File: src/hw/rtl/mcqm_pkg.sv
package mcqm_pkg;

    // Defaults for the top-level parameters
    localparam int NUM_CHANNELS_DEF = 16;
    localparam int QUEUE_DEPTH_DEF  = 8;
    localparam int MSG_WIDTH_DEF    = 64;

    // Fixed port widths
    localparam int CMD_W      = 2;
    localparam int CHAN_IN_W  = 8;
    localparam int CHAN_OUT_W = 4;
    localparam int MSG_PORT_W = 64;

    // Entries in the front-to-back op queue
    localparam int OPQ_ENTRIES = 2;

    typedef enum logic [CMD_W-1:0] {
        CMD_OPEN  = 2'd0,
        CMD_SEND  = 2'd1,
        CMD_RECV  = 2'd2,
        CMD_CLOSE = 2'd3
    } t_cmd;

    typedef enum logic [2:0] {
        ST_OK          = 3'd0,
        ST_BAD_CHANNEL = 3'd1,
        ST_NOT_OPEN    = 3'd2,
        ST_FULL        = 3'd3,
        ST_EMPTY       = 3'd4,
        ST_NO_FREE     = 3'd5
    } t_status;

    // Classified op handed from front to back
    typedef struct packed {
        logic                  ok;
        t_status               status;
        logic [CHAN_OUT_W-1:0] chan_out;
        logic                  is_write;
        logic                  is_read;
    } t_op_ctl;

endpackage

File: src/hw/rtl/mcqm_opq.sv
module mcqm_opq #(
    parameter int DATA_W = 8
) (
    input  logic              i_clk,
    input  logic              i_rst_n,
    input  logic              i_push,
    input  logic [DATA_W-1:0] i_data,
    output logic              o_full,
    output logic              o_valid,
    input  logic              i_pop,
    output logic [DATA_W-1:0] o_data
);
    import mcqm_pkg::*;

    localparam int IDX_W = (OPQ_ENTRIES > 1) ? $clog2(OPQ_ENTRIES) : 1;
    localparam int CNT_W = $clog2(OPQ_ENTRIES + 1);

    logic [DATA_W-1:0] r_slot [OPQ_ENTRIES];
    logic [IDX_W-1:0]  r_wr;
    logic [IDX_W-1:0]  r_rd;
    logic [CNT_W-1:0]  r_count;
    logic              do_pop;

    assign o_full  = (r_count == CNT_W'(OPQ_ENTRIES));
    assign o_valid = (r_count != '0);
    assign o_data  = r_slot[r_rd];
    assign do_pop  = i_pop && o_valid;

    always_ff @(posedge i_clk) begin
        if (!i_rst_n) begin
            r_wr    <= '0;
            r_rd    <= '0;
            r_count <= '0;
        end else begin
            if (i_push) begin
                r_wr <= (r_wr == IDX_W'(OPQ_ENTRIES - 1)) ? '0 : r_wr + 1'b1;
            end
            if (do_pop) begin
                r_rd <= (r_rd == IDX_W'(OPQ_ENTRIES - 1)) ? '0 : r_rd + 1'b1;
            end
            if (i_push && !do_pop) begin
                r_count <= r_count + 1'b1;
            end else if (do_pop && !i_push) begin
                r_count <= r_count - 1'b1;
            end
        end
    end

    always_ff @(posedge i_clk) begin
        if (i_push) begin
            r_slot[r_wr] <= i_data;
        end
    end

endmodule

File: config.mk
export PLATFORM = sky130hd
export DESIGN_NAME = mcqm_opq
export DESIGN_NICKNAME = d
export VERILOG_FILES = /design/src/hw/rtl/mcqm_pkg.sv /design/src/hw/rtl/mcqm_opq.sv
export SDC_FILE = /design/constraint.sdc
export NUM_CORES = 1
export LEC_CHECK = 0
export ABC_AREA = 1
export BUFFER_PORTS_ARGS = -buffer_cell sky130_fd_sc_hd__buf_2
export CAP_MARGIN = 20
export CORE_MARGIN = 2
export CORE_UTILIZATION = 50
export CTS_CLUSTER_SIZE = 24
export DETAILED_ROUTE_END_ITERATION = 6
export GPL_TIMING_DRIVEN = 0
export PLACE_DENSITY = 0.87
export SETUP_SLACK_MARGIN = 0.05
export SLEW_MARGIN = 0
export SYNTH_ARGS = -nofsm -noshare
export SYNTH_HDL_FRONTEND = slang
export SYNTH_SLANG_ARGS = --single-unit
File: constraint.sdc
create_clock -name i_clk -period 2.55 [get_ports i_clk]
set_clock_uncertainty 0.1 [all_clocks]
set_input_delay 0.3825 -clock i_clk [delete_from_list [all_inputs] [get_ports i_clk]]
set_output_delay 0.3825 -clock i_clk [all_outputs]
set_load 0.01 [all_outputs]
## Word-level counts from Yosys, hierarchy flattened

Memories as Yosys holds them, arrays and structs flattened. A register that Yosys moved wholly into a read port is not among the register bits.
Index checks and enable logic that the tools add are counted.

| word-level totals | value |
|---|---|
| register bits | 4 |
| RAM bits | 16 |
| output and inout port bits | 10 |
| memories | 1 |

| cells by class | value |
|---|---|
| add/sub/neg operators | 4 |
| equality and inequality tests | 1 |
| multiplexer cells | 8 |
| reductions and logical operators | 7 |

Memories:

| memory | words | width | rd ports | clocked after memory_dff | write ports | RTL line | text |
|---|---|---|---|---|---|---|---|
| r_slot | 2 | 8 | 1 | 1 | 1 | mcqm_opq.sv:18 | `logic [DATA_W-1:0] r_slot [OPQ_ENTRIES];` |

Operator list:

| cell | count |
|---|---|
| $mux 1 | 6 |
| $mux 2 | 2 |
| $reduce_bool 2->1 | 2 |
| $logic_and 1x1->1 | 3 |
| $add 1x1->1 const B | 2 |
| $add 2x1->2 const B | 1 |
| $eq 2x2->1 const B | 1 |
| $logic_not 1->1 | 2 |
| $sub 2x1->2 const B | 1 |

## Longest topological paths before layout

| depth | value |
|---|---|
| depth in word-level cells | 5 |
| gate-level depth with buffers | 9 |
| depth with buffers taken out | 9 |

## Least setup slack after synthesis

Ideal clock, no wire load.

| path | value |
|---|---|
| path type | input to register |
| from | input i_pop |
| to | register r_count[1] |
| setup time | 0.064 ns |
| arrival | 1.115 ns |
| data required time | 2.386 ns |
| path slack | 1.272 ns |
| stages | 8 |
| path buffers | 0 |
| cell sequence | o21a_2 -> inv_1 -> ha_1 -> inv_1 -> nand3_1 -> nand2_1 -> inv_1 -> nor2_1 |

| on the way | value |
|---|---|
| cells in the longest elaborated chain, start to end | 4 |
| elaborated cells on any way between the ends | 6 |

Ends and longest elaborated chain:

| item | RTL line | text |
|---|---|---|
| start, declared | mcqm_opq.sv:10 | `input logic i_pop,` |
| $logic_and 1x1->1 (*) | mcqm_opq.sv:27 | `assign do_pop = i_pop && o_valid;` |
| $logic_not 1->1 | mcqm_opq.sv:41 | `if (i_push && !do_pop) begin` |
| $logic_and 1x1->1 | mcqm_opq.sv:41 |  |
| $mux 2 or $reduce_bool 2->1 (tied branches) | -- |  |
| end signal, assigned | mcqm_opq.sv:42 | `r_count <= r_count + 1'b1;` |
| end signal, assigned | mcqm_opq.sv:44 | `r_count <= r_count - 1'b1;` |
| end, declared | mcqm_opq.sv:21 | `logic [CNT_W-1:0] r_count;` |

Mark *: on every way between the ends. The rest lies on a longest branch, timed or not.
A chain may end at the register's enable or synchronous reset.

==> run metrics <==
Final ANT Viol Nets 0; Final Cell Area 1000 sq um; Crit Reg-Reg Startpoint r_count[0]; #FFs+latches synth 21; CTS hold repair buffers 0; # DRC 0; Final Hold Fails 0; Core Box Area 1560 sq um; cell count after synthesis 61; Setup violations, final 0; outcome completed; total grt overflow 0; Int Pwr 0.527 mW; Sw Share 25.7%; overall routing resource usage 14.5%; WS Path Type reg2out; R2R Setup Slk 1.17 ns; worst hold slack 0.161 ns; Clk pwr share 22.0%; DIE WIDTH 45.3 um; R2R cell count 8; share of layout cells above drive strength 1 43.0%; total CTS buffers 3; WHS Path Cells 1; total leakage power 0.452 nW; maximum number of pins on one net before global-route repair 13; Power Density 707 nW/um^2; Hold Crit Class in2reg; cts repair resizes 0; Worst path max stage delay 0.35 ns; Synthesized Nets 74; H-Tree Level Count 1; Setup Fix Bufs, Post-CTS 0; worst-margin pin slew 0.679 ns; hpwl dp 908 um; routability cong. 0.744; Max Fclk 577 MHz; VDD IR max 291 uV; boundary pin count 22; maximum fanout along the worst path 8; WP data required 2.07 ns; unrepaired setup endpoints after global routing false; placed insts 98; total length of routed wires 1200 um; area of placed instances 976 sq um; TritonCTS Sinks 21; Fillers 113; Seq pwr share 57.6%; Worst slew margin 54.6%; initial antenna violation count 0; Critical Path Source Type flop; Worst Path Arrival 1.25 ns; library cells used by synthesis 15; WHS Endpoint r_slot[1][7]; max-slew violations 0; post-route non-filler standard cell count 102; vias in the first global route 518; Final period util 68.0%; Syn. warnings 0; Avg Inst Size Synth 13.9 sq um; Reg2Reg Capture Point r_count[1]; layout net count 100; DR iter-0 viols 4; Net Sw Power 0.183 mW; clock root buffer clkbuf_4; port bufs 21; drt first pass iters 2; die height 45.3 um; first-pass GRT wire length 1930 um; CTS tree yes; P&R area growth vs syn 17.9%; Hold Path Origin i_data[7]; CTS Buffer Depth 2; combinational share of power 20.5%; DR vias 513; setup TNS 0 ns; maxcap violations 0; dpl ws 1.00 ns; Reg clk slew, reported paths 0.11 ns; diode count 0; row count 14; cell area after synthesis 851 sq um; sequential fraction of the synthesis area 68.2%; Worst Setup End Kind primary output; final setup margin 0.817 ns; die area 2050 sq um; Min Clock Period, post-route 1.73 ns; later-pin clock latency in the skew report 0.30 ns; crit path max-delay cell type dfxtp_1; wire per inst 11.8 um; Starting Density 54.6%; CP cell instances buf_6, mux2_4, buf_2; drt via density 5.03
## cell usage after synthesis
cell | number | area, sq um
edfxtp_1 | 16 | 480
mux2_4 | 8 | 120
nand2_1 | 8 | 30.0
nor2_1 | 8 | 30.0
inv_1 | 7 | 26.3
dfxtp_1 | 5 | 100
a21oi_1 | 1 | 5.00
buf_6 | 1 | 11.3
ha_1 | 1 | 12.5
inv_2 | 1 | 3.75
nand2_2 | 1 | 6.26
nand3_1 | 1 | 5.00
nand4_1 | 1 | 6.26
o21a_2 | 1 | 8.76
o21ai_0 | 1 | 5.00
## state kept, by name (all words and copies together), names as in the netlist, named ones only
register / flops
r_count: 2
r_rd: 1
r_slot: 16
r_wr: 1
## worst max-delay path by stage
stage                               to  slack [ns]  depth (start not counted)
final                        o_data[1]        0.82                          3
after global routing         o_data[5]        0.75                          3
after CTS                    o_data[1]        0.80                          3
after detailed placement  r_slot[0][0]        1.00                          3
after global placement    r_slot[0][0]        1.04                          3
after floorplan             r_count[1]        1.27                          8
## worst max-delay path, delay by kind of cell (launching register included)
kind,cells,cell delay (ns)
buf+inv,2,0.30
mux,1,0.31
flops,1,0.35
## cells in the final DEF (no fill, tap or decap), drive strengths merged
master / count
nand2: 9
ha: 1
a21oi: 1
buf: 22
o21ai: 1
nand3: 1
edfxtp: 16
inv: 8
mux2: 8
dfxtp: 5
o21a: 1
clkinv: 1
nor2: 8
clkbuf: 3
nand4: 1
## routing by layer
| metal | vias to the layer above | wire length (um) | GRT usage, % |
|---|---|---|---|
| met3 | 2 | 73 | 4.80 |
| met5 | - | 0 | 0 |
| met4 | 0 | 10 | 8.82 |
| met1 | 238 | 492 | 11.6 |
| li1 | 256 | - | - |
| met2 | 17 | 622 | 28.6 |
## per-stage QoR
stage                     util [%]  power, mW
after global placement        62.6      0.557
after floorplan                  -      0.517
after global routing          64.4      0.754
final                         64.4      0.710
after detailed placement      62.6      0.564
after CTS                     64.4      0.715
## power groups by stage
stage          registers (mW)  clock network (mW)  logic (mW)
3_5_place_dp            0.417                   0       0.147
2_1_floorplan           0.413                   0       0.104
4_1_cts                 0.409               0.159       0.147
5_1_grt                 0.411               0.178       0.165
3_3_place_gp            0.414                   0       0.143
6_report                0.409               0.156       0.145
## layout make-up
cell class	count	area (sq um)	area share (%)
Sequential cell	21	581	57.9
Multi-Input combinational cell	31	229	22.8
Timing Repair Buffer	21	105	10.5
Inverter	8	30.0	2.99
Clock buffer	3	22.5	2.24
Tap cell	16	20.0	2.00
Buffer	1	11.3	1.12
Clock inverter	1	5.00	0.499
## cells by family after synthesis
group                      share of synthesized area (%)
AOI/OAI and AO/OA                                   2.20
adders and majority gates                           1.47
buffers and inverters                               4.85
DFF                                                 68.2
muxes                                               14.1
and+or+nand+nor                                     9.12
Note: power is estimated with default switching activity, not from simulation.
