===== src/hw/rtl/mcqm_pkg.sv =====
package mcqm_pkg;

    // Defaults for the top-level parameters
    localparam int NUM_CHANNELS_DEF = 16;
    localparam int QUEUE_DEPTH_DEF  = 8;
    localparam int MSG_WIDTH_DEF    = 64;

    // Fixed port widths
    localparam int CMD_W      = 2;
    localparam int CHAN_IN_W  = 8;
    localparam int CHAN_OUT_W = 4;
    localparam int MSG_PORT_W = 64;

    // Entries in the front-to-back op queue
    localparam int OPQ_ENTRIES = 2;

    typedef enum logic [CMD_W-1:0] {
        CMD_OPEN  = 2'd0,
        CMD_SEND  = 2'd1,
        CMD_RECV  = 2'd2,
        CMD_CLOSE = 2'd3
    } t_cmd;

    typedef enum logic [2:0] {
        ST_OK          = 3'd0,
        ST_BAD_CHANNEL = 3'd1,
        ST_NOT_OPEN    = 3'd2,
        ST_FULL        = 3'd3,
        ST_EMPTY       = 3'd4,
        ST_NO_FREE     = 3'd5
    } t_status;

    // Classified op handed from front to back
    typedef struct packed {
        logic                  ok;
        t_status               status;
        logic [CHAN_OUT_W-1:0] chan_out;
        logic                  is_write;
        logic                  is_read;
    } t_op_ctl;

endpackage


===== src/hw/rtl/mcqm_front.sv =====
module mcqm_front #(
    parameter int NUM_CHANNELS = 16,
    parameter int QUEUE_DEPTH  = 8,
    parameter int MSG_WIDTH    = 64,
    parameter int ADDR_W       = 7
) (
    input  logic                               i_clk,
    input  logic                               i_rst_n,
    input  logic                               i_valid,
    output logic                               o_ready,
    input  logic [mcqm_pkg::CMD_W-1:0]         i_cmd,
    input  logic [mcqm_pkg::CHAN_IN_W-1:0]     i_channel,
    input  logic [mcqm_pkg::MSG_PORT_W-1:0]    i_message_in,
    input  logic                               i_q_full,
    output logic                               o_push,
    output mcqm_pkg::t_op_ctl                  o_ctl,
    output logic [ADDR_W-1:0]                  o_addr,
    output logic [MSG_WIDTH-1:0]               o_wdata
);
    import mcqm_pkg::*;

    localparam int CH_W  = (NUM_CHANNELS > 1) ? $clog2(NUM_CHANNELS) : 1;
    localparam int PTR_W = (QUEUE_DEPTH > 1) ? $clog2(QUEUE_DEPTH) : 1;
    localparam int CNT_W = $clog2(QUEUE_DEPTH + 1);

    logic [NUM_CHANNELS-1:0] r_open;
    logic [PTR_W-1:0]        r_rptr [NUM_CHANNELS];
    logic [PTR_W-1:0]        r_wptr [NUM_CHANNELS];
    logic [CNT_W-1:0]        r_cnt  [NUM_CHANNELS];

    logic             acc;
    logic             free_found;
    logic [CH_W-1:0]  free_idx;
    logic             chv;
    logic [CH_W-1:0]  idx;
    logic             ch_open;
    logic [PTR_W-1:0] cur_rptr;
    logic [PTR_W-1:0] cur_wptr;
    logic [CNT_W-1:0] cur_cnt;
    logic [PTR_W-1:0] ptr_sel;
    logic [PTR_W-1:0] ptr_inc;
    logic             do_open;
    logic             do_send;
    logic             do_recv;
    logic             do_close;
    t_op_ctl          ctl;
    t_cmd             cmd;

    assign o_ready = !i_q_full;
    assign acc     = i_valid && o_ready;
    assign cmd     = t_cmd'(i_cmd);

    // Lowest free channel
    always_comb begin
        free_found = 1'b0;
        free_idx   = '0;
        for (int i = NUM_CHANNELS - 1; i >= 0; i--) begin
            if (!r_open[i]) begin
                free_found = 1'b1;
                free_idx   = CH_W'(i);
            end
        end
    end

    assign chv      = ({1'b0, i_channel} < (CHAN_IN_W + 1)'(NUM_CHANNELS));
    assign idx      = i_channel[CH_W-1:0];
    assign ch_open  = chv && r_open[idx];
    assign cur_rptr = r_rptr[idx];
    assign cur_wptr = r_wptr[idx];
    assign cur_cnt  = r_cnt[idx];

    // Classify
    always_comb begin
        ctl      = '0;
        ctl.status = ST_OK;
        do_open  = 1'b0;
        do_send  = 1'b0;
        do_recv  = 1'b0;
        do_close = 1'b0;
        if (cmd == CMD_OPEN) begin
            if (free_found) begin
                do_open      = 1'b1;
                ctl.chan_out = CHAN_OUT_W'(free_idx);
            end else begin
                ctl.status = ST_NO_FREE;
            end
        end else if (!chv) begin
            ctl.status = ST_BAD_CHANNEL;
        end else if (!ch_open) begin
            ctl.status = ST_NOT_OPEN;
        end else begin
            case (cmd)
                CMD_SEND: begin
                    if (cur_cnt == CNT_W'(QUEUE_DEPTH)) begin
                        ctl.status = ST_FULL;
                    end else begin
                        do_send      = 1'b1;
                        ctl.is_write = 1'b1;
                    end
                end
                CMD_RECV: begin
                    if (cur_cnt == '0) begin
                        ctl.status = ST_EMPTY;
                    end else begin
                        do_recv     = 1'b1;
                        ctl.is_read = 1'b1;
                    end
                end
                CMD_CLOSE: begin
                    do_close = 1'b1;
                end
                default: begin
                    ctl.status = ST_OK;
                end
            endcase
        end
        ctl.ok = (ctl.status == ST_OK);
    end

    assign ptr_sel = do_send ? cur_wptr : cur_rptr;
    assign ptr_inc = (ptr_sel == PTR_W'(QUEUE_DEPTH - 1)) ? '0 : ptr_sel + 1'b1;

    assign o_push  = acc;
    assign o_ctl   = ctl;
    assign o_addr  = ADDR_W'(ADDR_W'(idx) * ADDR_W'(QUEUE_DEPTH)) + ADDR_W'(ptr_sel);
    assign o_wdata = i_message_in[MSG_WIDTH-1:0];

    always_ff @(posedge i_clk) begin
        if (!i_rst_n) begin
            r_open <= '0;
            for (int i = 0; i < NUM_CHANNELS; i++) begin
                r_rptr[i] <= '0;
                r_wptr[i] <= '0;
                r_cnt[i]  <= '0;
            end
        end else if (acc) begin
            if (do_open) begin
                r_open[free_idx] <= 1'b1;
                r_rptr[free_idx] <= '0;
                r_wptr[free_idx] <= '0;
                r_cnt[free_idx]  <= '0;
            end
            if (do_send) begin
                r_wptr[idx] <= ptr_inc;
                r_cnt[idx]  <= cur_cnt + 1'b1;
            end
            if (do_recv) begin
                r_rptr[idx] <= ptr_inc;
                r_cnt[idx]  <= cur_cnt - 1'b1;
            end
            if (do_close) begin
                r_open[idx] <= 1'b0;
                r_rptr[idx] <= '0;
                r_wptr[idx] <= '0;
                r_cnt[idx]  <= '0;
            end
        end
    end

    // A granted open marks the channel busy
    a_open_claims: assert property (@(posedge i_clk) disable iff (!i_rst_n)
        (acc && do_open) |=> r_open[$past(free_idx)])
        else $error("opened channel not marked busy");

    // Fill count of an addressed channel stays within depth
    a_cnt_bound: assert property (@(posedge i_clk) disable iff (!i_rst_n)
        (acc && chv) |-> (cur_cnt <= CNT_W'(QUEUE_DEPTH)))
        else $error("fill count beyond queue depth");

    // Memory access only on a successful send or receive
    a_mem_op_ok: assert property (@(posedge i_clk) disable iff (!i_rst_n)
        (acc && (ctl.is_write || ctl.is_read)) |-> (ctl.ok && ch_open && !(ctl.is_write && ctl.is_read)))
        else $error("memory op on failed command");

endmodule


===== config.mk =====
export PLATFORM = sky130hd
export DESIGN_NAME = mcqm_front
export DESIGN_NICKNAME = d
export VERILOG_FILES = /design/src/hw/rtl/mcqm_pkg.sv /design/src/hw/rtl/mcqm_front.sv
export SDC_FILE = /design/constraint.sdc
export NUM_CORES = 1
export LEC_CHECK = 0
export ABC_AREA = 1
export BUFFER_PORTS_ARGS = -buffer_cell sky130_fd_sc_hd__buf_2
export CAP_MARGIN = 25
export CORE_ASPECT_RATIO = 1.5
export CORE_MARGIN = 2
export CORE_UTILIZATION = 45
export CTS_CLUSTER_DIAMETER = 120
export CTS_CLUSTER_SIZE = 8
export DETAILED_ROUTE_END_ITERATION = 8
export GPL_TIMING_DRIVEN = 0
export PLACE_DENSITY = 0.74
export SYNTH_ARGS = -nofsm -noshare
export SYNTH_HDL_FRONTEND = slang
export SYNTH_SLANG_ARGS = --single-unit

===== constraint.sdc =====
create_clock -name i_clk -period 3.37 [get_ports i_clk]
set_input_delay 0.1685 -clock i_clk [delete_from_list [all_inputs] [get_ports i_clk]]
set_output_delay 0.1685 -clock i_clk [all_outputs]
set_load 0.01 [all_outputs]

Word-level counts from Yosys, hierarchy flattened. Memory sizes are Yosys's and may differ from the RTL's. Index checks and enable logic that the tools add are counted.

Add/sub/neg operators: 4. Magnitude comparators: 5. Equal/unequal tests: 5. Mux-type cells: 111. Bitwise operators: 7. Reductions and logical operators: 14.

Operators with widths (number): two-way mux 4 bit (28); two-way mux 16 bit (4); two-way mux 1 bit (58); two-way mux 3 bit (13); bitwise AND 16 bit (1); inverter 16 bit (1); OR 16 bit (1); OR reduction 3 bit (4); less-than comparator 4 x 5 -> 1 bit (second input constant) (2); demux 1 bit (select 4 bit) (2); >= comparator 4 x 1 -> 1 bit (second input constant) (2); less-than comparator 8 x 5 -> 1 bit (second input constant) (1); two-way mux 2 bit (4); OR reduction 4 bit (2); adder 7 x 3 -> 7 bit (1); one-hot mux 3 bit (2 select lines) (1); adder 4 x 1 -> 4 bit (second input constant) (1); binary-select mux 1 bit (select 4 bit) (1); equality test 2 bit (second input constant) (2); equality test 4 bit (second input constant) (1); logical AND 1 bit (4); logical NOT 4 bit (1); OR 1 bit (4); subtractor 4 x 1 -> 4 bit (second input constant) (1); 6 further kinds (6).

Register bits after elaboration: 16. RAM bits: 160. Input bits: 78. Output and inout bits: 83. Logic and storage cells: 150. Memories: 3.

Memory list: r_cnt (words 16, bits a word 4, read ports 1, clocked after Yosys merged registers in 0, write ports 16, line mcqm_front.sv:29) `logic [CNT_W-1:0] r_cnt [NUM_CHANNELS];`; r_rptr (words 16, bits a word 3, read ports 1, clocked after Yosys merged registers in 0, write ports 16, line mcqm_front.sv:27) `logic [PTR_W-1:0] r_rptr [NUM_CHANNELS];`; r_wptr (words 16, bits a word 3, read ports 1, clocked after Yosys merged registers in 0, write ports 16, line mcqm_front.sv:28) `logic [PTR_W-1:0] r_wptr [NUM_CHANNELS];`.

Depth between registers and ports, before layout. Gate-level depths: netlist (run 1).

Depth in word-level cells: 26. Mapped depth: 25. Depth with buffers taken out: 22.

Worst setup path before layout (run 1). OpenSTA, ideal clock, no wires.

Path kind: input to register. Start: input port i_channel[0] (netlist bit). End: memory r_rptr[12][2] (netlist bit), data pin. Library setup time: 0.269 ns. Data arrival time: 3.040 ns. Required time: 3.101 ns. Slack: 0.060 ns. Stages on the path: 15. Buffers on the path: 6. Cells stage by stage: buf_6 buf_6 buf_4 nor2_1 clkbuf_1 clkbuf_1 a22oi_1 a21oi_1 a2111oi_0 mux2i_1 ha_1 ha_1 nand3_1 clkbuf_1 nor3_1.

RTL lines: start, declared (line mcqm_front.sv:12) `input logic [mcqm_pkg::CHAN_IN_W-1:0] i_channel,`; end, declared (line mcqm_front.sv:27).

==> run summary, run 1 <==
Vias in the first global route -> 8,490
Antenna violation net count after detailed routing -> 0
Cell Count, Final, Fillers Out -> 1,556
CTS tree -> built
Wire length of the first global-routing pass -> 45,000 µm
Power share of the combinational group -> 10.5%
Max Slew Vio Count -> 0
Max-cap violations -> 0
YS warnings -> 0
Sw Share -> 26.7%
Clk_skew -> 0.0139 ns
1st-pass router iterations -> 5
Chip Width -> 126 µm
Most frequent CP cell -> buf_6
Seq pwr share -> 50.0%
Initial antenna violation count -> 0
Tcrit/Tclk final -> 95.5%
GRT Overall Usage -> 25.0%
Fin. Hold Viols -> 0
CP cell instances -> buf_6 > inv_6 > buf_6 > buf_6 > nor2_4 > clkbuf_2 > clkbuf_4 > a22oi_1 > nand2_1 > a2111oi_2 > mux2i_2 > ha_1 > ha_2 > inv_1 > nand2_1 > inv_1 > nand3_4 > buf_4 > nor3_1
Clk sinks -> 176
Gr ovfl total -> 0
Buf+Inv Stages, Crit Path -> 9
Fmax -> 311 MHz
Setup CP Type -> in -> reg
NetSw -> 1320 µW
#FFs+latches synth -> 176
Placed insts -> 1,522
Clk root buf -> clkbuf_16
Final min period -> 3.22 ns
Clk pin slew, worst setup/hold paths -> 0.07 ns
Row count -> 66
Iter 0 DRT Violations -> 940
Crit path largest cell delay -> 0.43 ns
Relative slew slack -> 37.8%
Net count, final -> 1,358
TNS Setup -> 0 ns
Critical Path Fanout Max -> 10
CP startpoint kind -> input port
RSZ-0062 raised after global routing -> no
Residual DRC -> 0
CP delay by family, top -> buffers and inverters
H-Tree Level Count -> 4
Synth cell types -> 41
Routed vias/inst -> 5.69
Critical Path AT -> 3.49 ns
Power Density -> 427 nW/µm²
Most frequent cells in the layout -> nand2_1 (363), edfxtp_1 (160), nor2_1 (136)
Clk Latency, worst-skew pair -> 0.44 ns
Cell Int Power -> 3600 µW
Top Ports -> 161
Worst-case clock buffer depth -> 2
IO buf count -> 92
Synth Instances -> 1,158
CP endpoint kind -> flip-flop
Starting density of the core -> 45.9%
Syn avg cell area -> 8.61 µm²
Final setup viols -> 0
Die area -> 23,400 µm²
VDD IR max -> 0.295 mV
Core area -> 21,700 µm²
Total wire length -> 29,900 µm
Hold WC Path Type -> in -> reg
Worst EP required -> 3.64 ns
Antenna cells -> 0
Power, Total -> 4920 µW
Clock power frac -> 39.5%
Total CTS buffers -> 17
Outcome -> finished, final reports clean
Largest net degree at the start of global routing -> 19
Final Wtd Congestion -> 0.967
Share of layout cells above drive strength 1 -> 23.7%
Post-synthesis cell area -> 9970 µm²
Hold Slack -> 0.282 ns
Least-Margin Pin Slew -> 0.933 ns
Vias -> 8,854
Leak -> 0.00471 µW
Syn_nets -> 1,245
Area Overhead vs Synth -> 15.7%
HPWL Detailed -> 21,600 µm
WL/cell -> 19.2 µm
Die H -> 186 µm
CP max-delay cell -> a2111oi_2
Post-synthesis sequential area ratio -> 51.4%
Most common cell after layout, fill and taps aside -> nand2_1
-- cell type report --
| type | instances | area, µm² |
|---|---|---|
| clock buffer | 17 | 425 |
| clock inverter | 15 | 144 |
| fill | 1965 | 10200 |
| timing repair buffer | 95 | 483 |
| sequential | 176 | 5130 |
| buffer | 116 | 837 |
| tap | 272 | 340 |
| multi-input combinational | 799 | 3920 |
| inverter | 66 | 264 |
-- per-layer routing --
layer,vias up,track usage [%],wire length [µm]
li1,4062,-,-
met1,4105,26.8,10200
met3,136,3.56,2320
met2,551,44.6,15300
met4,0,18.0,2080
met5,-,0,0
-- power groups by stage --
stage	logic [µW]	registers, µW	clock network (µW)
6_report	518	2460	1940
5_1_grt	552	2460	2020
4_1_cts	501	2460	1930
3_5_place_dp	487	2510	0
3_3_place_gp	479	2500	0
2_1_floorplan	323	2500	0
-- path summary, 6_finish.rpt --
kind | start | to | slack [ns] | cells past startpoint
setup / recovery | i_channel[0] | r_rptr[0][0] | 0.15 | 19
hold / removal | i_valid | r_open[14] | 0.28 | 5
setup reg to reg | r_cnt[3][1] | r_rptr[2][0] | 0.18 | 15
hold reg to reg | r_open[4] | r_open[4] | 0.49 | 2
-- cell families (layout without fill, tap and decap cells) --
| kind of cell | after synthesis | count (layout) | synth area share [%] |
|---|---|---|---|
| adders and majority gates | 9 | 9 | 1.20 |
| xor gates and xnor gates | 3 | 3 | 0.264 |
| DFF | 176 | 176 | 51.4 |
| and+or+nand+nor | 661 | 661 | 28.4 |
| AOI/OAI and AO/OA | 124 | 124 | 7.94 |
| buffers and inverters | 183 | 309 | 10.6 |
| muxes | 2 | 2 | 0.201 |
-- stage by stage --
step | utilization, % | area (µm²) | worst slack [ns]
floorplan | - | 9970 | 0.0605
global placement | 49.6 | 10800 | -1.48
detailed placement | 49.6 | 10800 | -1.53
CTS | 52.6 | 11400 | -0.0194
global route | 53.1 | 11500 | 0.0193
finish | 53.1 | 11500 | 0.153
-- sequential cells by signal, summed over array words and instances (netlist names) --
signal,count
r_open,16
r_rptr,48
r_wptr,48
r_cnt,64
-- worst register-to-register path, delay by kind of cell (launching register included) --
| family | cells | cell delay, ns |
|---|---|---|
| flip-flops | 1 | 0.38 |
| AND/OR/NAND/NOR | 12 | 1.53 |
| buffers and inverters | 1 | 0.05 |
| AO/OA/AOI/OAI | 2 | 0.89 |
-- cell usage after synthesis --
cell type  number  area [µm²]
nand2_2         9        56.3
nor2_2          6        37.5
nand2_4         1        11.3
xor2_1          3        26.3
nand4_1         9        56.3
nor3_4          1        16.3
a21oi_1        30         150
nor3_1         54         270
edfxtp_1      160        4800
clkbuf_1       16        60.1
o31ai_1         3        22.5
nor2_4          4        45.0
nand2_1       367        1380
nand3b_1        2        15.0
o21ai_0        19        95.1
inv_2           6        22.5
nand3_1        52         260
clkinv_1        1        3.75
nor4_1          2        12.5
a2111oi_0       4        35.0
dfxtp_1        16         320
o221ai_1        1        8.76
and3_1          1        6.26
inv_1          58         218
mux2i_1         2        20.0
a21oi_4         1        16.3
buf_2          19        95.1
buf_4          74         556
nand3_4         1        17.5
inv_6           1        8.76
a22oi_1        48         360
nor2_1        139         522
o21ai_1        13        65.1
nand3_2        11         110
o22ai_1         1        6.26
fa_1            1        20.0
buf_6           8        90.1
ha_1            8         100
a31oi_1         1        6.26
nor3_2          2        20.0
o21ai_2         3        26.3
-- what timing repair did --
| action | in CTS | in global routing |
|---|---|---|
| hold buffers | 0 | 0 |
| setup buffers | 1 | 2 |
| endpoints found under the setup margin | 98 | 122 |
| pin swaps | 0 | 1 |
| resized for setup | 30 | 29 |
No activity file was read; power rests on OpenSTA's default activity.
==> run 2: changes to the inputs <==
--- a/config.mk
+++ b/config.mk
@@ -8,6 +8,8 @@
 export ABC_AREA = 1
 export BUFFER_PORTS_ARGS = -buffer_cell sky130_fd_sc_hd__buf_2
 export CAP_MARGIN = 25
+export CELL_PAD_IN_SITES_DETAIL_PLACEMENT = 1
+export CELL_PAD_IN_SITES_GLOBAL_PLACEMENT = 1
 export CORE_ASPECT_RATIO = 1.5
 export CORE_MARGIN = 2
 export CORE_UTILIZATION = 45
@@ -15,7 +17,7 @@
 export CTS_CLUSTER_SIZE = 8
 export DETAILED_ROUTE_END_ITERATION = 8
 export GPL_TIMING_DRIVEN = 0
-export PLACE_DENSITY = 0.74
+export PLACE_DENSITY = 0.9
 export SYNTH_ARGS = -nofsm -noshare
 export SYNTH_HDL_FRONTEND = slang
 export SYNTH_SLANG_ARGS = --single-unit
==> constraint.sdc (replaced) <==
create_clock -name i_clk -period 3.7 [get_ports i_clk]
set_input_delay 0.185 -clock i_clk [delete_from_list [all_inputs] [get_ports i_clk]]
set_output_delay 0.185 -clock i_clk [all_outputs]
set_load 0.01 [all_outputs]
==> run 2 against run 1 <==
Non-clock buffer count down 2. Total power fell by 8.2%. Global-route usage is 4.0 points higher. Clock skew rose by 0.0021 ns. Sequential power down 8.9%. Critical path type unchanged. Critical endpoint is now r_wptr[13][1]. Largest power group unchanged.
==> run summary, run 2 (synthesis results as in run 1) <==
Outcome -> finished, final reports clean
Vias in the first global route -> 9,505
Row count -> 66
IO buf count -> 92
Clk Latency, worst-skew pair -> 0.47 ns
Clk root buf -> clkbuf_16
Max-cap violations -> 0
H-Tree Level Count -> 4
Fmax -> 279 MHz
End of the worst register-to-register path -> r_rptr[0][0]
Max Slew Vio Count -> 0
Net count, final -> 1,356
Share of layout cells above drive strength 1 -> 22.5%
HPWL Detailed -> 24,600 µm
Antenna cells -> 0
Pre-CTS setup slack -> -1.38 ns
Clk sinks -> 176
Power Density -> 395 nW/µm²
Hold Crit Start -> i_valid
Top Ports -> 161
Setup CP Type -> in -> reg
Fillers -> 2,634
Top reg by flops -> r_cnt
Initial antenna violation count -> 0
Fin. Hold Viols -> 0
Worst EP required -> 3.90 ns
Least-Margin Pin Slew -> 0.911 ns
VDD IR max -> 0.246 mV
Most common cell after layout, fill and taps aside -> nand2_1
Relative slew slack -> 39.3%
Vias -> 8,951
Gr ovfl total -> 0
Max reg flops -> 64
Most frequent cells in the layout -> nand2_1 (366), edfxtp_1 (160), nor2_1 (136)
Iter 0 DRT Violations -> 628
Hold endpoint -> r_open[14]
Clk pin slew, worst setup/hold paths -> 0.06 ns
Wire length of the first global-routing pass -> 51,400 µm
CP endpoint kind -> flip-flop
Final Wtd Congestion -> 0.984
Starting density of the core -> 45.9%
Clk_skew -> 0.0160 ns
Leak -> 0.00470 µW
Tcrit/Tclk final -> 96.9%
CP startpoint kind -> input port
Area Overhead vs Synth -> 14.7%
Regs by FF count -> r_cnt: 64 flops, r_rptr: 48 flops, r_wptr: 48 flops
1st-pass router iterations -> 5
Routed vias/inst -> 5.76
Setup ws final -> 0.115 ns
Worst Hold Depth -> 5
FF-to-FF path depth -> 22
Largest net degree at the start of global routing -> 17
Register-to-register setup slack -> 0.26 ns
Final setup viols -> 0
Final min period -> 3.59 ns
# hold bufs at CTS -> 0
Multi-input logic area -> 3850 µm²
Die H -> 186 µm
Total CTS buffers -> 17
Core area -> 21,700 µm²
Critical Path AT -> 3.79 ns
Die area -> 23,400 µm²
RSZ-0062 raised after global routing -> no
Worst-case clock buffer depth -> 2
Total wire length -> 33,800 µm
Residual DRC -> 0
Chip Width -> 126 µm
WL/cell -> 21.8 µm
Hold WC Path Type -> in -> reg
Antenna violation net count after detailed routing -> 0
Worst r2r src -> r_cnt[13][1]
Critical Path Fanout Max -> 10
Register area -> 5130 µm²
CTS tree -> built
GRT Overall Usage -> 29.1%
Final core utilization -> 52.6%
==> run 2: cell types whose count changed in the layout (fill, tap and decap cells not counted), moves of 3 or more <==
cell / delta
nand2_1: +3
inv_8: -3
buf_2: +3
nand3_4: -3
clkinv_4: -5
inv_1: +3
==> run 2: layout make-up <==
| cell class | count | share of cell area, % |
|---|---|---|
| timing repair buffer | 94 | 4.16 |
| buffer | 115 | 7.12 |
| multi-input combinational | 799 | 33.7 |
| inverter | 66 | 2.24 |
| clock buffer | 18 | 3.75 |
| sequential | 176 | 44.8 |
| clock inverter | 13 | 1.19 |
| tap | 272 | 2.98 |
==> run 2: layer usage <==
layer  track usage [%]  up-vias  routed length, µm
li1                  -     4060                  -
met2              53.8      436              18200
met5                 0        -                  0
met4              20.5        0               2190
met3              5.65      145               1980
met1              28.4     4310              11400
==> run 2: worst max-delay path by stage <==
stage                            start             to  slack [ns]  depth (start not counted)
after floorplan           i_channel[0]  r_rptr[12][2]        0.37                         15
after global placement    i_channel[0]  r_rptr[12][2]       -1.22                         16
after detailed placement  i_channel[0]  r_rptr[14][2]       -1.38                         16
after CTS                 i_channel[0]   r_rptr[0][0]        0.02                         20
after global routing      i_channel[0]   r_wptr[7][0]       0.007                         19
final                     i_channel[0]  r_wptr[13][1]        0.11                         15
==> run 2: where the power goes <==
group | internal, µW | switching, µW
Sequential | 2220 | 23.4
Combinational | 167 | 310
Clock | 989 | 805
==> run 2: worst max-delay path, cell delays in order <==
cell and delay [ns]:
buf_6 0.15, inv_6 0.08, buf_6 0.16, buf_6 0.16, nor2_2 0.41, clkbuf_2 0.37, buf_2 0.34, a22oi_1 0.11
a21oi_1 0.32, a2111oi_4 0.08, mux2i_1 0.29, ha_1 0.34, nand3_1 0.32, buf_2 0.36, nor2_1 0.11
==> run 2: timing repair <==
item | in CTS | in global routing
gates resized for setup | 23 | 13
buffers inserted | 0 | 2
setup endpoints to repair | 96 | 62
==> run 2: stage by stage <==
step | hold WS, ns | setup TNS, ns | cell area, µm² | std cells | total power, µW
after detailed placement | 0.481 | -95.45 | 10800 | 1522 | 2740
after global routing | 0.269 | 0 | 11400 | 1553 | 4610
after global placement | 0.481 | -79.25 | 10800 | 1522 | 2720
after floorplan | 0.421 | 0 | 9970 | 1158 | 2570
final | 0.275 | 0 | 11400 | 1553 | 4520
after CTS | 0.261 | 0 | 11400 | 1552 | 4500
==> run 3: changes to the inputs <==
--- a/config.mk
+++ b/config.mk
@@ -6,12 +6,12 @@
 export NUM_CORES = 1
 export LEC_CHECK = 0
 export ABC_AREA = 1
+export ABC_CLOCK_PERIOD_IN_PS = 3700
 export BUFFER_PORTS_ARGS = -buffer_cell sky130_fd_sc_hd__buf_2
 export CAP_MARGIN = 25
 export CELL_PAD_IN_SITES_DETAIL_PLACEMENT = 1
 export CELL_PAD_IN_SITES_GLOBAL_PLACEMENT = 1
 export CORE_ASPECT_RATIO = 1.5
-export CORE_MARGIN = 2
 export CORE_UTILIZATION = 45
 export CTS_CLUSTER_DIAMETER = 120
 export CTS_CLUSTER_SIZE = 8
==> run 3 against run 2 <==
Combinational power hardly changed. Maximum frequency is 0.31% lower. Routed wire length rose by 0.18%. Sequential share of layout area barely moved. Setup slack got worse by 0.011 ns. Highest routed layer unchanged.
==> run summary, run 3 (synthesis results as in run 1) <==
Tcrit/Tclk final -> 97.2%
HPWL Detailed -> 24,900 µm
H-Tree Level Count -> 4
Worst EP required -> 3.89 ns
Relative slew slack -> 38.1%
Total CTS buffers -> 17
Clk pin slew, worst setup/hold paths -> 0.07 ns
Least-Margin Pin Slew -> 0.928 ns
IO buf count -> 92
Top layer in use -> met4
Residual DRC -> 0
Max-cap violations -> 0
1st-pass router iterations -> 5
Critical Path Sink -> r_wptr[13][1]
Core area -> 21,700 µm²
Antenna cells -> 0
Clk sinks -> 176
End of the worst register-to-register path -> r_cnt[10][3]
Critical Path Fanout Max -> 10
Max Slew Vio Count -> 0
Critical Path Start -> i_channel[0]
Sw Share -> 25.1%
FF-to-FF path depth -> 18
Fmax -> 278 MHz
Hold WC Path Type -> in -> reg
GRT Overall Usage -> 31.4%
Final Wtd Congestion -> 1.02
Die H -> 184 µm
Most frequent cells in the layout -> nand2_1 (366), edfxtp_1 (160), nor2_1 (137)
Initial antenna violation count -> 0
Top reg by flops -> r_cnt
Share of layout cells above drive strength 1 -> 22.2%
Pre-CTS setup slack -> -1.30 ns
WL met3 -> 2000 µm
Final setup viols -> 0
Clock power frac -> 39.6%
Vias -> 9,101
Final core utilization -> 52.6%
Fin. Hold Viols -> 0
Cell Int Power -> 3380 µW
Register-to-register setup slack -> 0.15 ns
Total wire length -> 33,900 µm
Routed vias/inst -> 5.86
Final min period -> 3.60 ns
WL/cell -> 21.8 µm
Area Overhead vs Synth -> 14.6%
Iter 0 DRT Violations -> 699
Power Density -> 395 nW/µm²
Regs by FF count -> r_cnt: 64 flops, r_rptr: 48 flops, r_wptr: 48 flops
CTS tree -> built
Power, Total -> 4510 µW
CP startpoint kind -> input port
Worst r2r src -> r_open[0]
Chip Width -> 124 µm
Most common cell after layout, fill and taps aside -> nand2_1
NetSw -> 1130 µW
Power share of the combinational group -> 10.6%
Setup ws final -> 0.104 ns
Clk root buf -> clkbuf_16
Placed insts -> 1,523
Vias in the first global route -> 9,465
Met2 wire length -> 18,000 µm
Wire length of the first global-routing pass -> 51,500 µm
Leak -> 0.00471 µW
Setup CP Type -> in -> reg
# hold bufs at CTS -> 0
Net count, final -> 1,357
VDD IR max -> 0.383 mV
Die area -> 22,800 µm²
Clk_skew -> 0.00990 ns
Starting density of the core -> 45.9%
Critical Path AT -> 3.78 ns
Largest net degree at the start of global routing -> 17
Row count -> 66
RSZ-0062 raised after global routing -> yes
Outcome -> finished, final reports clean
Worst-case clock buffer depth -> 2
Clk Latency, worst-skew pair -> 0.45 ns
Max reg flops -> 64
Antenna violation net count after detailed routing -> 0
Gr ovfl total -> 0
M1 WL -> 11,300 µm
CP endpoint kind -> flip-flop
Seq pwr share -> 49.8%
Cell Count, Final, Fillers Out -> 1,554
Top Ports -> 161
## run 3: changes by cell type in the layout (fill, tap and decap cells not counted), moves of 2 or more
cell / change
clkbuf_2: +2
clkinv_4: +2
a2111oi_2: -2
clkinvlp_4: -2
## run 3: what timing repair did
item / 4_1_cts / 5_1_grt
gates resized for setup: 17 / 13
endpoints found under the setup margin: 96 / 82
buffers inserted: 0 / 1
pin swaps: 0 / 1
## run 3: final cells by class
| cell class | count | area, µm² |
|---|---|---|
| clock buffer | 18 | 429 |
| timing repair buffer | 94 | 479 |
| tap | 272 | 340 |
| clock inverter | 13 | 139 |
| multi-input combinational | 799 | 3840 |
| buffer | 116 | 820 |
| inverter | 66 | 256 |
| sequential | 176 | 5120 |
| fill | 2608 | 10300 |
## run 3: through the flow
stage	hold WS (ns)	cell area [µm²]	TNS, ns
3_3_place_gp	0.483	10800	-80.76
4_1_cts	0.246	11400	-0.125
3_5_place_dp	0.484	10800	-85.60
5_1_grt	0.311	11400	-0.0688
2_1_floorplan	0.421	9970	0
6_report	0.272	11400	0
## run 3: critical path, stage by stage
cell and delay, ns:
buf_6 0.15, inv_6 0.07, buf_6 0.16, buf_6 0.16
nor2_2 0.42, clkbuf_2 0.37, clkbuf_2 0.37, a22oi_1 0.14
a21oi_1 0.31, a2111oi_4 0.08, mux2i_1 0.27, ha_1 0.32
nand3_1 0.30, buf_2 0.34, nor2_1 0.11
## run 3: routing by layer
layer | vias to the layer above | global-route usage [%]
met5 | - | 0
met4 | 0 | 24.3
met3 | 177 | 5.97
met2 | 495 | 56.1
met1 | 4373 | 31.3
li1 | 4056 | -
## run 3: power by group through the flow
stage,registers [µW],clock network [µW],logic (µW)
after floorplan,2270,0,294
after global placement,2280,0,439
after detailed placement,2290,0,459
after CTS,2240,1800,470
after global routing,2250,1860,513
final,2250,1790,479
## run 3: how the worst min path moves through the flow
stage / depth (start not counted) / to / start / slack, ns
floorplan: 1 / o_ready / i_q_full / 0.42
global placement: 2 / r_open[5] / r_open[5] / 0.48
detailed placement: 2 / r_open[5] / r_open[5] / 0.48
CTS: 5 / r_open[14] / i_valid / 0.25
global route: 5 / r_open[14] / i_valid / 0.31
finish: 5 / r_open[14] / i_valid / 0.27
